==> src/hdl/spc_pkg.sv <==
// spc_pkg: shared constants, types and helpers for the super prime checker
// no dependencies

package spc_pkg;

	localparam int VALUE_WIDTH = 31;
	localparam int CNT_W = $clog2(VALUE_WIDTH + 1);

	typedef logic [VALUE_WIDTH-1:0] val_t;

	localparam val_t RADIX = val_t'(10);
	localparam val_t DIV_THREE = val_t'(3);
	localparam val_t FIRST_DIV = val_t'(5);
	localparam val_t PAIR_OFS = val_t'(2);
	localparam val_t DIV_STEP = val_t'(6);
	localparam val_t ONE_VAL = val_t'(1);

	localparam logic [3:0] DIG_TWO = 4'd2;
	localparam logic [3:0] DIG_THREE = 4'd3;
	localparam logic [3:0] DIG_FIVE = 4'd5;
	localparam logic [3:0] DIG_SEVEN = 4'd7;

	typedef enum logic [3:0] {
		S_IDLE,
		S_DIGIT,
		S_DIG_WAIT,
		S_PCHK,
		S_MOD3,
		S_TRY,
		S_WAIT_LO,
		S_WAIT_HI,
		S_OUT
	} seq_state_t;

	typedef struct packed {
		logic go;
		val_t dividend;
		val_t divisor;
	} div_req_t;

	typedef struct packed {
		logic done;
		val_t quotient;
		val_t remainder;
	} div_rsp_t;

	function automatic logic is_prime_digit(input logic [3:0] dig);
		return (dig == DIG_TWO) || (dig == DIG_THREE) || (dig == DIG_FIVE) ||
			(dig == DIG_SEVEN);
	endfunction

endpackage

==> src/hdl/spc_div.sv <==
// spc_div: shared restoring divider, one quotient bit per cycle
// depends on spc_pkg

module spc_div
	import spc_pkg::*;
(
	input  logic     clk,
	input  logic     arst_n,
	input  div_req_t req,
	output div_rsp_t rsp
);

	logic             busy_q;
	logic             done_q;
	logic [CNT_W-1:0] cnt_q;
	val_t             rem_q;
	val_t             quo_q;
	val_t             dsr_q;

	logic [VALUE_WIDTH:0] shifted;
	logic [VALUE_WIDTH:0] diff;
	logic                 ge;

	assign shifted = {rem_q, quo_q[VALUE_WIDTH-1]};
	assign diff = shifted - {1'b0, dsr_q};
	assign ge = shifted >= {1'b0, dsr_q};

	always_ff @(posedge clk or negedge arst_n) begin
		if (!arst_n) begin
			busy_q <= 1'b0;
			done_q <= 1'b0;
			cnt_q <= '0;
		end else begin
			done_q <= 1'b0;
			if (busy_q) begin
				cnt_q <= cnt_q - CNT_W'(1);
				if (cnt_q == CNT_W'(1)) begin
					busy_q <= 1'b0;
					done_q <= 1'b1;
				end
			end else if (req.go) begin
				busy_q <= 1'b1;
				cnt_q <= CNT_W'(VALUE_WIDTH);
			end
		end
	end

	always_ff @(posedge clk) begin
		if (busy_q) begin
			rem_q <= ge ? diff[VALUE_WIDTH-1:0] : shifted[VALUE_WIDTH-1:0];
			quo_q <= {quo_q[VALUE_WIDTH-2:0], ge};
		end else if (req.go) begin
			rem_q <= '0;
			quo_q <= req.dividend;
			dsr_q <= req.divisor;
		end
	end

	assign rsp.done = done_q;
	assign rsp.quotient = quo_q;
	assign rsp.remainder = rem_q;

endmodule

==> src/hdl/spc_seq.sv <==
// spc_seq: sequencer for digit check and 6k+-1 trial division
// depends on spc_pkg, drives spc_div through a request struct

module spc_seq
	import spc_pkg::*;
(
	input  logic     clk,
	input  logic     arst_n,
	input  logic     start,
	input  val_t     value,
	input  div_rsp_t rsp,
	output div_req_t req,
	output logic     busy,
	output logic     done,
	output logic     is_prime,
	output logic     digits_all_prime
);

	seq_state_t state_q, state_d;
	val_t       n_q, n_d;
	val_t       num_q, num_d;
	val_t       dv_q, dv_d;
	logic       dig_ok_q, dig_ok_d;
	logic       prime_q, prime_d;

	always_ff @(posedge clk or negedge arst_n) begin
		if (!arst_n) begin
			state_q <= S_IDLE;
		end else begin
			state_q <= state_d;
		end
	end

	always_ff @(posedge clk) begin
		n_q <= n_d;
		num_q <= num_d;
		dv_q <= dv_d;
		dig_ok_q <= dig_ok_d;
		prime_q <= prime_d;
	end

	always_comb begin
		state_d = state_q;
		n_d = n_q;
		num_d = num_q;
		dv_d = dv_q;
		dig_ok_d = dig_ok_q;
		prime_d = prime_q;
		req.go = 1'b0;
		req.dividend = n_q;
		req.divisor = dv_q;
		unique case (state_q)
			S_IDLE: begin
				if (start) begin
					n_d = value;
					num_d = value;
					dig_ok_d = 1'b1;
					state_d = S_DIGIT;
				end
			end
			S_DIGIT: begin
				if (num_q == '0) begin
					state_d = S_PCHK;
				end else begin
					req.go = 1'b1;
					req.dividend = num_q;
					req.divisor = RADIX;
					state_d = S_DIG_WAIT;
				end
			end
			S_DIG_WAIT: begin
				if (rsp.done) begin
					if (!is_prime_digit(rsp.remainder[3:0])) begin
						dig_ok_d = 1'b0;
						state_d = S_PCHK;
					end else begin
						num_d = rsp.quotient;
						state_d = S_DIGIT;
					end
				end
			end
			S_PCHK: begin
				if (n_q <= ONE_VAL) begin
					prime_d = 1'b0;
					state_d = S_OUT;
				end else if (n_q <= DIV_THREE) begin
					prime_d = 1'b1;
					state_d = S_OUT;
				end else if (!n_q[0]) begin
					prime_d = 1'b0;
					state_d = S_OUT;
				end else begin
					req.go = 1'b1;
					req.divisor = DIV_THREE;
					state_d = S_MOD3;
				end
			end
			S_MOD3: begin
				if (rsp.done) begin
					if (rsp.remainder == '0) begin
						prime_d = 1'b0;
						state_d = S_OUT;
					end else begin
						dv_d = FIRST_DIV;
						state_d = S_TRY;
					end
				end
			end
			S_TRY: begin
				req.go = 1'b1;
				state_d = S_WAIT_LO;
			end
			S_WAIT_LO: begin
				if (rsp.done) begin
					if (dv_q > rsp.quotient) begin
						prime_d = 1'b1;
						state_d = S_OUT;
					end else if (rsp.remainder == '0) begin
						prime_d = 1'b0;
						state_d = S_OUT;
					end else begin
						req.go = 1'b1;
						req.divisor = dv_q + PAIR_OFS;
						state_d = S_WAIT_HI;
					end
				end
			end
			S_WAIT_HI: begin
				if (rsp.done) begin
					if (rsp.remainder == '0) begin
						prime_d = 1'b0;
						state_d = S_OUT;
					end else begin
						dv_d = dv_q + DIV_STEP;
						state_d = S_TRY;
					end
				end
			end
			S_OUT: begin
				state_d = S_IDLE;
			end
			default: begin
				state_d = S_IDLE;
			end
		endcase
	end

	assign busy = state_q != S_IDLE;
	assign done = state_q == S_OUT;
	assign is_prime = prime_q;
	assign digits_all_prime = dig_ok_q;

endmodule

==> src/hdl/super_prime_checker_unit.sv <==
// super_prime_checker_unit: top level, sequencer plus shared divider
// depends on spc_pkg, spc_seq, spc_div
// work per word: one word needs up to one division on the shared divider per decimal digit,
// one for the test by 3 and two per 6k+-1 divisor pair; even and small values end after
// the digit check, with no trial division
// one word at a time: busy stays high until the done strobe; the receiver cannot stall
// reset returns the sequencer and divider to idle, no result pending

module super_prime_checker_unit
	import spc_pkg::*;
(
	input  logic clk,
	input  logic arst_n,
	input  logic start,
	output logic busy,
	input  val_t value,
	output logic done,
	output logic is_prime,
	output logic digits_all_prime,
	output logic super_prime
);

	div_req_t div_req;
	div_rsp_t div_rsp;
	logic     prime_flag;
	logic     dig_flag;

	spc_seq u_seq (
		.clk              (clk),
		.arst_n           (arst_n),
		.start            (start),
		.value            (value),
		.rsp              (div_rsp),
		.req              (div_req),
		.busy             (busy),
		.done             (done),
		.is_prime         (prime_flag),
		.digits_all_prime (dig_flag)
	);

	spc_div u_div (
		.clk    (clk),
		.arst_n (arst_n),
		.req    (div_req),
		.rsp    (div_rsp)
	);

	assign is_prime = prime_flag;
	assign digits_all_prime = dig_flag;
	assign super_prime = prime_flag & dig_flag;

endmodule

==> config.mk <==
export PLATFORM = sky130hd
export DESIGN_NAME = super_prime_checker_unit
export DESIGN_NICKNAME = d
export VERILOG_FILES = /design/src/hdl/spc_pkg.sv /design/src/hdl/spc_div.sv /design/src/hdl/spc_seq.sv /design/src/hdl/super_prime_checker_unit.sv
export SDC_FILE = /design/constraint.sdc
export NUM_CORES = 1
export LEC_CHECK = 0
export ABC_AREA = 1
export CAP_MARGIN = 15
export CORE_ASPECT_RATIO = 0.8
export CORE_MARGIN = 2
export CORE_UTILIZATION = 41
export CTS_CLUSTER_DIAMETER = 200
export CTS_CLUSTER_SIZE = 28
export DETAILED_ROUTE_END_ITERATION = 6
export DONT_BUFFER_PORTS = 1
export PLACE_DENSITY = 0.52
export SYNTH_ARGS = -nofsm -noshare
export SYNTH_HDL_FRONTEND = slang
export SYNTH_HIERARCHICAL = 1
export SYNTH_SLANG_ARGS = --single-unit
export TNS_END_PERCENT = 30
==> constraint.sdc <==
create_clock -name clk -period 3.9 [get_ports clk]
set_input_delay 0.585 -clock clk [delete_from_list [all_inputs] [get_ports clk]]
set_output_delay 0.585 -clock clk [all_outputs]
set_load 0.05 [all_outputs]
* Word-level counts from Yosys, hierarchy flattened *
Cells that the tools add are included.

word-level totals
  bits in registers = 199
  bits of input ports = 34

cells by class
  add/subtract/negate cells = 4
  reductions and logical operators = 19
  equality and inequality tests = 24
  bitwise gates (word level) = 2
  muxes and demuxes = 62
  magnitude comparators = 4

operators with widths
  operator                                                                 number
  31-bit 2-to-1 mux                                                        19
  31-bit one-hot mux with 2 select lines                                   2
  31-bit one-hot mux with 3 select lines                                   1
  63-bit 2-to-1 mux                                                        1
  31-bit zero test                                                         2
  4-bit 2-to-1 mux                                                         10
  32-bit by 31-bit >= comparator with 1-bit output                         1
  31-bit by 2-bit adder with 31-bit output, second input constant          1
  31-bit by 3-bit adder with 31-bit output, second input constant          1
  31-bit > comparator                                                      1
  31-bit by 1-bit <= comparator with 1-bit output, second input constant   1
  31-bit by 2-bit <= comparator with 1-bit output, second input constant   1
  31-bit subtractor                                                        1
  4-bit one-hot mux with 7 select lines                                    1
  4-bit by 3-bit == test with 1-bit output, second input constant          6
  1-bit 2-to-1 mux                                                         22
  4-bit by 2-bit == test with 1-bit output, second input constant          4
  4-bit AND reduction                                                      4
  2-bit by 1-bit inequality test with 1-bit output, second input constant  6
  5-bit 2-to-1 mux                                                         2
  2-bit inequality test, second input constant                             4
  2-bit nonzero test                                                       3
  5-bit by 1-bit == test with 1-bit output, second input constant          1
  5-bit AND reduction                                                      1
  16 further kinds                                                         19

* Depth between registers and ports, before layout *
Gate-level depths: netlist (run 1).

  depth after elaboration = 7
  depth in mapped cells = 18
  depth with buffers taken out = 17

* Modules after synthesis *
Netlist (run 1), hierarchy kept.

by module, submodules not included
  module                    instances  cells an instance  seq. area each (µm²)  area an instance (µm²)
  spc_seq                   1          1127               2922.8                7856.3
  spc_div                   1          884                2967.8                6722.7
  super_prime_checker_unit  1          2                  0.0                   7.5

* Least setup slack after synthesis (run 1) *
No wires, ideal clock.

  kind = register to register
  start point = register u_seq.dv_q[30]
  end point = register u_div.quo_q[0] (enable)
  period minus slack after synthesis = 3.491 ns
  setup slack = 0.409 ns
  cell stages (with the launch flop) = 13
  arrival time = 3.075 ns
  library setup time = 0.416 ns
  path buffers = 1
  cell sequence = edfxtp_1 -> ha_1 -> nand2_1 -> nor2_1 -> nand3_1 -> nor2_1 -> nand4_1 -> nand2_2 -> buf_4 -> nand3_1 -> nand4_1 -> nor2_1 -> inv_1

RTL lines
  element                 line           RTL
  from (decl)             spc_seq.sv:22  val_t dv_q, dv_d;
  from (signal assigned)  spc_seq.sv:37  dv_q <= dv_d;
  to (signal assigned)    spc_div.sv:51  quo_q <= {quo_q[VALUE_WIDTH-2:0], ge};
  to (signal assigned)    spc_div.sv:54  quo_q <= req.dividend;
  to (decl)               spc_div.sv:17  val_t quo_q;

==> results.ini, run 1 <==
[synth]
synth.top_cell.area_share_pct = 38.5
syn_avg_cell_area_um2 = 7.25
synth_seq_cells = 198
synth_warnings = 6
ys_types = 56
synth_largest_area_cell = edfxtp_1
syn_nets = 2113
ys_seq_area_share_pct = 40.4
synthCells = 2013
synth_area_leaders = edfxtp_1, nand2_1, inv_1, ha_1, nor2_1
synth_area_um2 = 14600

[setup_path]
path_delay_family = simple AND/OR/NAND/NOR gates
cpPeakStageDelay_ps = 420
worstPathArrival_ps = 3310
path_class = reg2reg
worst-path-max-fanout = 31
cp-end-kind = register
crit_required_ps = 3990
critPathSlowestCell = edfxtp_1
cp.buffers_inverters = 3
cp_cell_sequence = inv_1 -> ha_1 -> nand2_1 -> nor2_1 -> nand3_1 -> nor2_1 -> nand4_1 -> nand2_2 -> nand3_1 -> nand4_1 -> nor2_1 -> inv_2 -> buf_4
cpMostUsedCell = nor2_1
start_kind = register

[clock_tree]
postCtsResizedCells = 0
insertion_delay_ps = 460
clockBufferDepth = 2
cts_setup_buffers = 0
cts_max_level = 4
cts-root-buf = clkbuf_16
cts_tree = built
hold_buffers = 1
cts-buffers-inserted = 17
clk_pin_slew_ps = 90
clock_sinks = 198

[sta]
tns_ps = 0
fin_crit_sh_pct = 82.6
rsz0062_at_grt = false
finalMaxSlewViolations = 0
tightestPinTransition_ps = 746
slew_headroom_pct = 50.1
hold_viol = 0
min_period_ps = 3220
setup_viol = 0
fmax_ghz = 0.310
clock_skew_ps = 23.6

[placement]
io_buffers = 0
place_congestion = 0.936
post-dp-hpwl_mm = 32.4

[routing]
wirelength_mm = 42.8
drt_iter0_drc = 1331
route.met2.wl_mm = 16.9
viasPerCell = 5.14
wl_met1_mm = 22.5
drc_errors = 0
routedWlPerCell_um = 17.2
first_pass_iters = 7
drtAntennaViolNets = 0
num_vias = 12800
top_layer_used = met4
routed-wl-met3_mm = 2.91

[final_layout]
finalCoreUtilization_pct = 44.8
fill_cells = 3598
area_growth_pct = 7.14
final_nets = 2097
drive_above_1_share_pct = 7.31

[global_routing]
grt_pass1_wl_mm = 67.9
grt_pass1_vias = 11700
grtUsageTotal_pct = 23.5
overflow = 0
grt_antenna_before_repair = 0
grt_start_max_net_pins = 65

[power_and_ir_drop]
intPower_mw = 3.15
peakVddDrop_v = 0.000267
p_seq_share_pct = 56.7
switching_power_mw = 0.895
p_clk_share_pct = 42.8
power_switching_share_pct = 22.1
power_frac_comb_pct = 0.4
total_leakage_power_nw = 7.32
power_density_nw_per_um2 = 259

[die]
start_util_pct = 41.8
die_x_um = 215
die_area_um2 = 37100
io_pins = 39
num_rows = 61
core_area_um2 = 34900
dieHeight_um = 173

[outcome]
outcome = complete, no violations

[flow_run]
cap_violations = 0

[min_path]
hold_class = in2reg

-- metal layers --
layer	up-vias	track usage [%]
li1	6426	-
met1	5940	37.5
met2	366	32.4
met3	29	4.05
met4	0	5.24
met5	-	0
-- registers in the layout, indices dropped and copies added (netlist names) --
register                cells
u_div/dsr_q                31
u_div/quo_q                31
u_div/rem_q                31
u_seq/n_q                  31
u_seq/num_q                31
u_seq/dv_q                 30
u_div/cnt_q                 5
u_seq/state_q               4
u_div/busy_q                1
u_div/done_q                1
u_seq/digits_all_prime      1
u_seq/is_prime              1
-- layout by cell type, fill, tap and decap left out, drive strengths merged, types with 2 or more instances in the layout --
master,count
a21boi,4
a21o,4
a21oi,65
and2,4
buf,22
clkbuf,18
clkinv,10
clkinvlp,2
dfrtp,11
diode,2
edfxtp,187
ha,65
inv,297
mux2,15
nand2,714
nand3,126
nand3b,17
nand4,26
nor2,239
nor3,27
nor4,9
o211ai,3
o21ai,93
o21bai,19
o22ai,2
or2,2
xnor2,2
xor2,19
-- per-stage QoR --
stage / worst slack [ps] / power (mW) / cell area (um^2) / std cells / hold WS [ps]
final: 678 / 4.05 / 15600 / 2484 / 211
after global routing: 447 / 4.19 / 15600 / 2482 / 185
after CTS: 719 / 4.11 / 15600 / 2482 / 194
after detailed placement: 728 / 2.36 / 15000 / 2449 / 290
after global placement: 781 / 2.36 / 15000 / 2449 / 290
after floorplan: 409 / 2.36 / 14600 / 2013 / 289
-- kinds of logic after synthesis --
kind of cell | synth area share [%]
AOI/OAI and AO/OA | 7.34
xor gates and xnor gates | 1.26
adders and majority gates | 5.71
buffers and inverters | 9.96
DFF | 40.4
muxes | 1.16
and+or+nand+nor | 34.2
-- area by class of cell --
class                   instances  area (um^2)  share of cell area, %
diodes                          2         5.00                 0.0320
well taps                     472          591                   3.78
repair buffers                 23          188                   1.20
flip-flops and latches        198         5890                   37.7
multi-input cells            1462         7260                   46.5
clock inverters                14          144                  0.921
clock buffers                  18          429                   2.75
inverters                     295         1110                   7.13
-- power groups by stage --
stage | clock [mW] | combinational, mW | sequential [mW]
global route | 1.87 | 0.0204 | 2.30
finish | 1.73 | 0.0168 | 2.30
detailed placement | 0 | 0.0140 | 2.35
CTS | 1.80 | 0.0171 | 2.30
floorplan | 0 | 0.0117 | 2.35
global placement | 0 | 0.0138 | 2.35
-- final timing paths --
check	startpoint	end	slack, ps	cells past startpoint
worst min register to register	u_div/cnt_q[4]$_DFFE_PN0P_	u_div/done_q$_DFF_PN0_	470	1
min in group asynchronous	arst_n	u_div/cnt_q[2]$_DFFE_PN0P_	520	1
max in group asynchronous	arst_n	u_div/busy_q$_DFF_PN0_	3040	1
worst max-delay path	u_div/quo_q[30]$_DFFE_PP_	u_div/quo_q[19]$_DFFE_PP_	680	13
worst min-delay path	value[5]	u_seq/n_q[5]$_DFFE_PP_	210	0
worst max register to register	u_div/quo_q[30]$_DFFE_PP_	u_div/quo_q[19]$_DFFE_PP_	680	13
-- cell usage after synthesis (all sizes together) --
library cell / count
a21boi: 4
a21o: 4
a21oi: 65
a22oi: 1
and2: 4
and3: 1
buf: 33
clkbuf: 25
clkinv: 3
dfrtp: 11
edfxtp: 187
fa: 1
ha: 65
inv: 292
mux2: 15
nand2: 714
nand3: 126
nand3b: 17
nand4: 26
nor2: 239
nor2b: 1
nor3: 27
nor3b: 1
nor4: 9
o2111ai: 1
o211ai: 3
o21a: 1
o21ai: 93
o21bai: 19
o22ai: 2
or2: 2
xnor2: 2
xor2: 19
(Power assumes the default switching activity.)
==> inputs of run 2 (changes only) <==
==> constraint.sdc (replaced) <==
create_clock -name clk -period 3.4 [get_ports clk]
set_input_delay 0.51 -clock clk [delete_from_list [all_inputs] [get_ports clk]]
set_output_delay 0.51 -clock clk [all_outputs]
set_load 0.05 [all_outputs]
==> run 2 against run 1 <==
Clock power up 21%. Highest routed layer unchanged. First-iteration DRC count is 6.6% higher. Global-route usage rose by 0.47 points.
==> results.ini, run 2 (same netlist as run 1, synthesis figures left out) <==
[outcome]
outcome = complete, no violations

[global_routing]
grt_pass1_vias = 11900
grt_start_max_net_pins = 65
grt_antenna_before_repair = 0
grt_pass1_wl_mm = 68.8
grtUsageTotal_pct = 24.0
overflow = 0

[setup_path]
start_kind = register
crit_start = u_seq/dv_q[22]$_SDFFCE_PN0P_
path_class = reg2reg
crit_required_ps = 3500
cp-end-kind = register
r2r_start = u_seq/dv_q[22]$_SDFFCE_PN0P_
worst-path-max-fanout = 31
worstPathArrival_ps = 3150
regToRegSetupSlack_ps = 350

[clock_tree]
cts-root-buf = clkbuf_16
clock_sinks = 198
cts_tree = built
clk_pin_slew_ps = 80
cts_max_level = 4
cts_setup_buffers = 0
clockBufferDepth = 2
insertion_delay_ps = 460
cts-buffers-inserted = 17

[sta]
fin_crit_sh_pct = 89.7
setup_viol = 0
hold_ws_ps = 143
min_period_ps = 3050
finalMaxSlewViolations = 0
slew_headroom_pct = 31.8
hold_viol = 0
tightestPinTransition_ps = 1020
tns_ps = 0
clock_skew_ps = 9.00
rsz0062_at_grt = false
fmax_ghz = 0.328

[routing]
drc_errors = 0
drt_iter0_drc = 1419
num_vias = 13000
viasPerCell = 5.19
first_pass_iters = 5
routedWlPerCell_um = 17.5
wirelength_mm = 43.8
drtAntennaViolNets = 0

[die]
start_util_pct = 41.8
num_rows = 61
die_x_um = 215
core_area_um2 = 34900
dieHeight_um = 173
io_pins = 39
die_area_um2 = 37100

[placement]
io_buffers = 0
place_congestion = 0.923
post-dp-hpwl_mm = 33.1

[power_and_ir_drop]
power_density_nw_per_um2 = 301
total_leakage_power_nw = 7.40
peakVddDrop_v = 0.000269
p_total_mw = 4.75

[min_path]
min_from = value[24]
hold_class = in2reg

[final_layout]
final_common_cell = nand2_1
drive_above_1_share_pct = 8.05
finalCoreUtilization_pct = 45.2
antenna_cells = 0
final_nets = 2112
fill_cells = 3540
area_growth_pct = 8.13
final_cell_mix = nand2_1, inv_1, nor2_1

[flow_run]
cap_violations = 0

## run 2: worst max-delay path: stages, from the launching register on
cell and delay, ps:
edfxtp_1 500, ha_1 340, a21o_1 180, nor2_1 90, nand2_1 70, a21oi_1 360, nand2_1 150, nand2_2 100
nand3_1 110, nand4_1 160, nor2_2 90, clkinvlp_4 120, buf_4 400
## run 2: layer usage
layer / wire [um] / share of wire (%) / GRT usage (%) / vias to the layer above
li1: - / - / - / 6470
met1: 22700 / 52 / 38.0 / 6067
met2: 17400 / 40 / 33.8 / 390
met3: 3060 / 7.0 / 3.71 / 29
met4: 567 / 1.3 / 5.41 / 0
met5: 0 / 0 / 0 / -
## run 2: where the power goes
part / leakage, nW / switching (mW) / total (mW) / internal, mW
clock: 0.291 / 0.991 / 2.09 / 1.10
sequential: 1.56 / 0 / 2.64 / 2.64
combinational: 5.55 / 0.0108 / 0.0196 / 0.00878
## run 2: path summary, 6_finish.rpt
path,end,cells after the start
min in group asynchronous,u_div/cnt_q[4]$_DFFE_PN0P_,1
max in group asynchronous,u_div/busy_q$_DFF_PN0_,1
setup / recovery,u_div/rem_q[20]$_SDFFCE_PN0P_,12
setup reg to reg,u_div/rem_q[20]$_SDFFCE_PN0P_,12
hold / removal,u_seq/n_q[24]$_DFFE_PP_,0
hold reg to reg,u_div/done_q$_DFF_PN0_,1
## run 2: cell type report
type	instances	area [um^2]	area share (%)
clock inverters	15	166	1.06
repair buffers	38	313	1.98
multi-input cells	1462	7270	46.1
flip-flops and latches	198	5890	37.4
clock buffers	17	425	2.70
inverters	295	1120	7.09
well taps	472	591	3.74
## run 2: stage by stage
step / cell area, um^2 / std cells / worst slack, ps
4_1_cts: 15800 / 2497 / 363
5_1_grt: 15800 / 2497 / 116
6_report: 15800 / 2497 / 349
3_5_place_dp: 15200 / 2464 / 376
2_1_floorplan: 14600 / 2013 / 90.5
3_3_place_gp: 15200 / 2464 / 402
## run 2: what timing repair did
item,in CTS,in global routing
endpoints found under the hold margin,11,0
gates resized for setup,0,0
endpoints found under the setup margin,0,0
hold buffers,1,0
==> inputs of run 3 (changes only) <==
--- a/config.mk
+++ b/config.mk
@@ -5,7 +5,7 @@
 export SDC_FILE = /design/constraint.sdc
 export NUM_CORES = 1
 export LEC_CHECK = 0
-export ABC_AREA = 1
+export ABC_AREA = 0
 export CAP_MARGIN = 15
 export CORE_ASPECT_RATIO = 0.8
 export CORE_MARGIN = 2
==> run 3 against run 2 <==
Die area shrank 12%. Final cell count shrank 32%. Power grew to 2.6 times the previous value. Fmax decreased by 4.9%. Sequential power increased by 64%.
==> results.ini, run 3 <==
[routing]
drtAntennaViolNets = 0
viasPerCell = 5.82
routedWlPerCell_um = 20.2
drc_errors = 0
first_pass_iters = 5
num_vias = 9860
drt_iter0_drc = 845
wirelength_mm = 34.2

[synth]
ys_seq_area_share_pct = 46.1
synth_warnings = 6
synth_common_cells = edfxtp_1, nand2_1, mux2_2, nor2_1, inv_1
synth_largest_area_cell = edfxtp_1
synth.top_cell.area_share_pct = 43.9
yosysMostFrequentCell = edfxtp_1
synth_seq_cells = 198
synthFlopType = edfxtp_1
synth_area_leaders = edfxtp_1, mux2_2, ha_1, nand2_1, a21oi_1
synth_area_um2 = 12800
synthCells = 1257
syn_nets = 1357
ys_types = 82
synth-edff-count = 187
async_flop_share_pct = 5.56
syn_avg_cell_area_um2 = 10.2

[global_routing]
grt_start_max_net_pins = 38
grtUsageTotal_pct = 21.7
overflow = 0
grt_pass1_wl_mm = 55.3
grt_antenna_before_repair = 0
grt_pass1_vias = 9723

[clock_tree]
cts-root-buf = clkbuf_16
cts-buffers-inserted = 17
insertion_delay_ps = 460
clock_sinks = 198
cts_max_level = 4
cts_setup_buffers = 0
cts_tree = built
clockBufferDepth = 2
clk_pin_slew_ps = 80

[sta]
clock_skew_ps = 15.2
hold_ws_ps = 138
hold_viol = 0
fin_crit_sh_pct = 94.3
rsz0062_at_grt = false
tightestPinTransition_ps = 844
slew_headroom_pct = 43.2
setup_viol = 0
setup_ws_ps = 193
finalMaxSlewViolations = 0
fmax_ghz = 0.312
min_period_ps = 3210

[die]
core_area_um2 = 30500
io_pins = 39
die_area_um2 = 32600
die_x_um = 201
num_rows = 57
dieHeight_um = 162
start_util_pct = 41.9

[power_and_ir_drop]
power_density_nw_per_um2 = 855
total_leakage_power_nw = 5.37
p_total_mw = 12.1
peakVddDrop_v = 0.000347

[final_layout]
fin_area_um2 = 14200
finalCoreUtilization_pct = 46.6
final_common_cell = edfxtp_1
antenna_cells = 0
drive_above_1_share_pct = 17.7
area_growth_pct = 11.3
final_nets = 1367
final_cell_mix = edfxtp_1, nand2_1, mux2_2

[outcome]
outcome = complete, no violations

[setup_path]
start_kind = register
path_class = reg2reg
worstPathArrival_ps = 3490
crit_required_ps = 3680
cp-end-kind = register
worst-path-max-fanout = 15

[min_path]
hold_class = in2reg

[placement]
postPlaceCellArea_um2 = 13600
post-dp-hpwl_mm = 25.4
io_buffers = 0
place_congestion = 0.877
dp_slack_ps = -27.2

[flow_run]
cap_violations = 0

[run 3: changes by cell type in the layout (fill, tap and decap cells not counted), sizes merged, moves of 13 or more]
| cell | delta |
|---|---|
| mux2 | +78 |
| nand3 | -79 |
| o21ai | -48 |
| nor4 | +26 |
| nand2 | -598 |
| xnor2 | +18 |
| inv | -211 |
| nor2 | -147 |
| buf | +27 |
| or3 | +17 |
| a21o | +19 |
| o21bai | -13 |
[run 3: cells by family after synthesis]
logic type      after synthesis  share of synthesized area, %
compound gates              258                          13.3
xor+xnor                     37                          2.54
fa+ha+maj                    66                          6.52
buf+inv                     158                          5.11
flops                       198                          46.1
mux                          98                          8.59
simple gates                442                          17.9
[run 3: final timing paths]
kind | start | to | slack, ps | depth (start not counted)
setup / recovery | u_div/quo_q[30]$_DFFE_PP_ | u_div/rem_q[9]$_SDFFCE_PN0P_ | 190 | 13
hold / removal | value[15] | u_seq/n_q[15]$_DFFE_PP_ | 140 | 0
setup reg to reg | u_div/quo_q[30]$_DFFE_PP_ | u_div/rem_q[9]$_SDFFCE_PN0P_ | 190 | 13
hold reg to reg | u_div/cnt_q[4]$_DFFE_PN0P_ | u_div/done_q$_DFF_PN0_ | 500 | 1
max in group asynchronous | arst_n | u_div/busy_q$_DFF_PN0_ | 2590 | 1
min in group asynchronous | arst_n | u_div/cnt_q[4]$_DFFE_PN0P_ | 450 | 1
[run 3: report_power, final]
part           leakage [nW]  switching (mW)  internal (mW)
clock                 0.293            1.04           1.05
sequential             1.87           0.605           3.72
combinational          3.21            3.31           2.42
[run 3: timing repair]
action	CTS	global route
endpoints found under the hold margin	11	0
hold buffers	1	0
endpoints found under the setup margin	91	96
gates resized for setup	2	3
[run 3: metal layers]
layer	GRT usage (%)	wire length, um	up-vias	part of all wire [%]
li1	-	-	4732	-
met1	33.5	17900	4852	52
met2	31.6	14400	255	42
met3	3.77	1680	21	4.9
met4	4.45	321	0	0.94
met5	0	0	-	0
[run 3: final cells by class]
cell class,count,area [um^2]
Clock buffer,17,425
Clock inverter,15,185
Fill cell,2887,16300
Inverter,84,319
Multi-Input combinational cell,901,6310
Sequential cell,198,5890
Tap cell,413,517
Timing Repair Buffer,65,566
[run 3: through the flow]
step                setup TNS, ps  cells
floorplan                   -8540   1257
global placement             -646   1660
detailed placement          -1240   1660
CTS                             0   1693
global route                    0   1693
finish                          0   1693
[run 3: critical path, cell delays in order, from the launching register on]
cell and delay (ps):
edfxtp_1 350, buf_4 140, inv_1 50, ha_1 230, fa_1 410, nor2b_1 220
o31ai_1 110, a211o_1 340, nand3_1 140, a21o_2 150, a21o_2 350, buf_4 260
nor2_1 60, a211oi_1 210
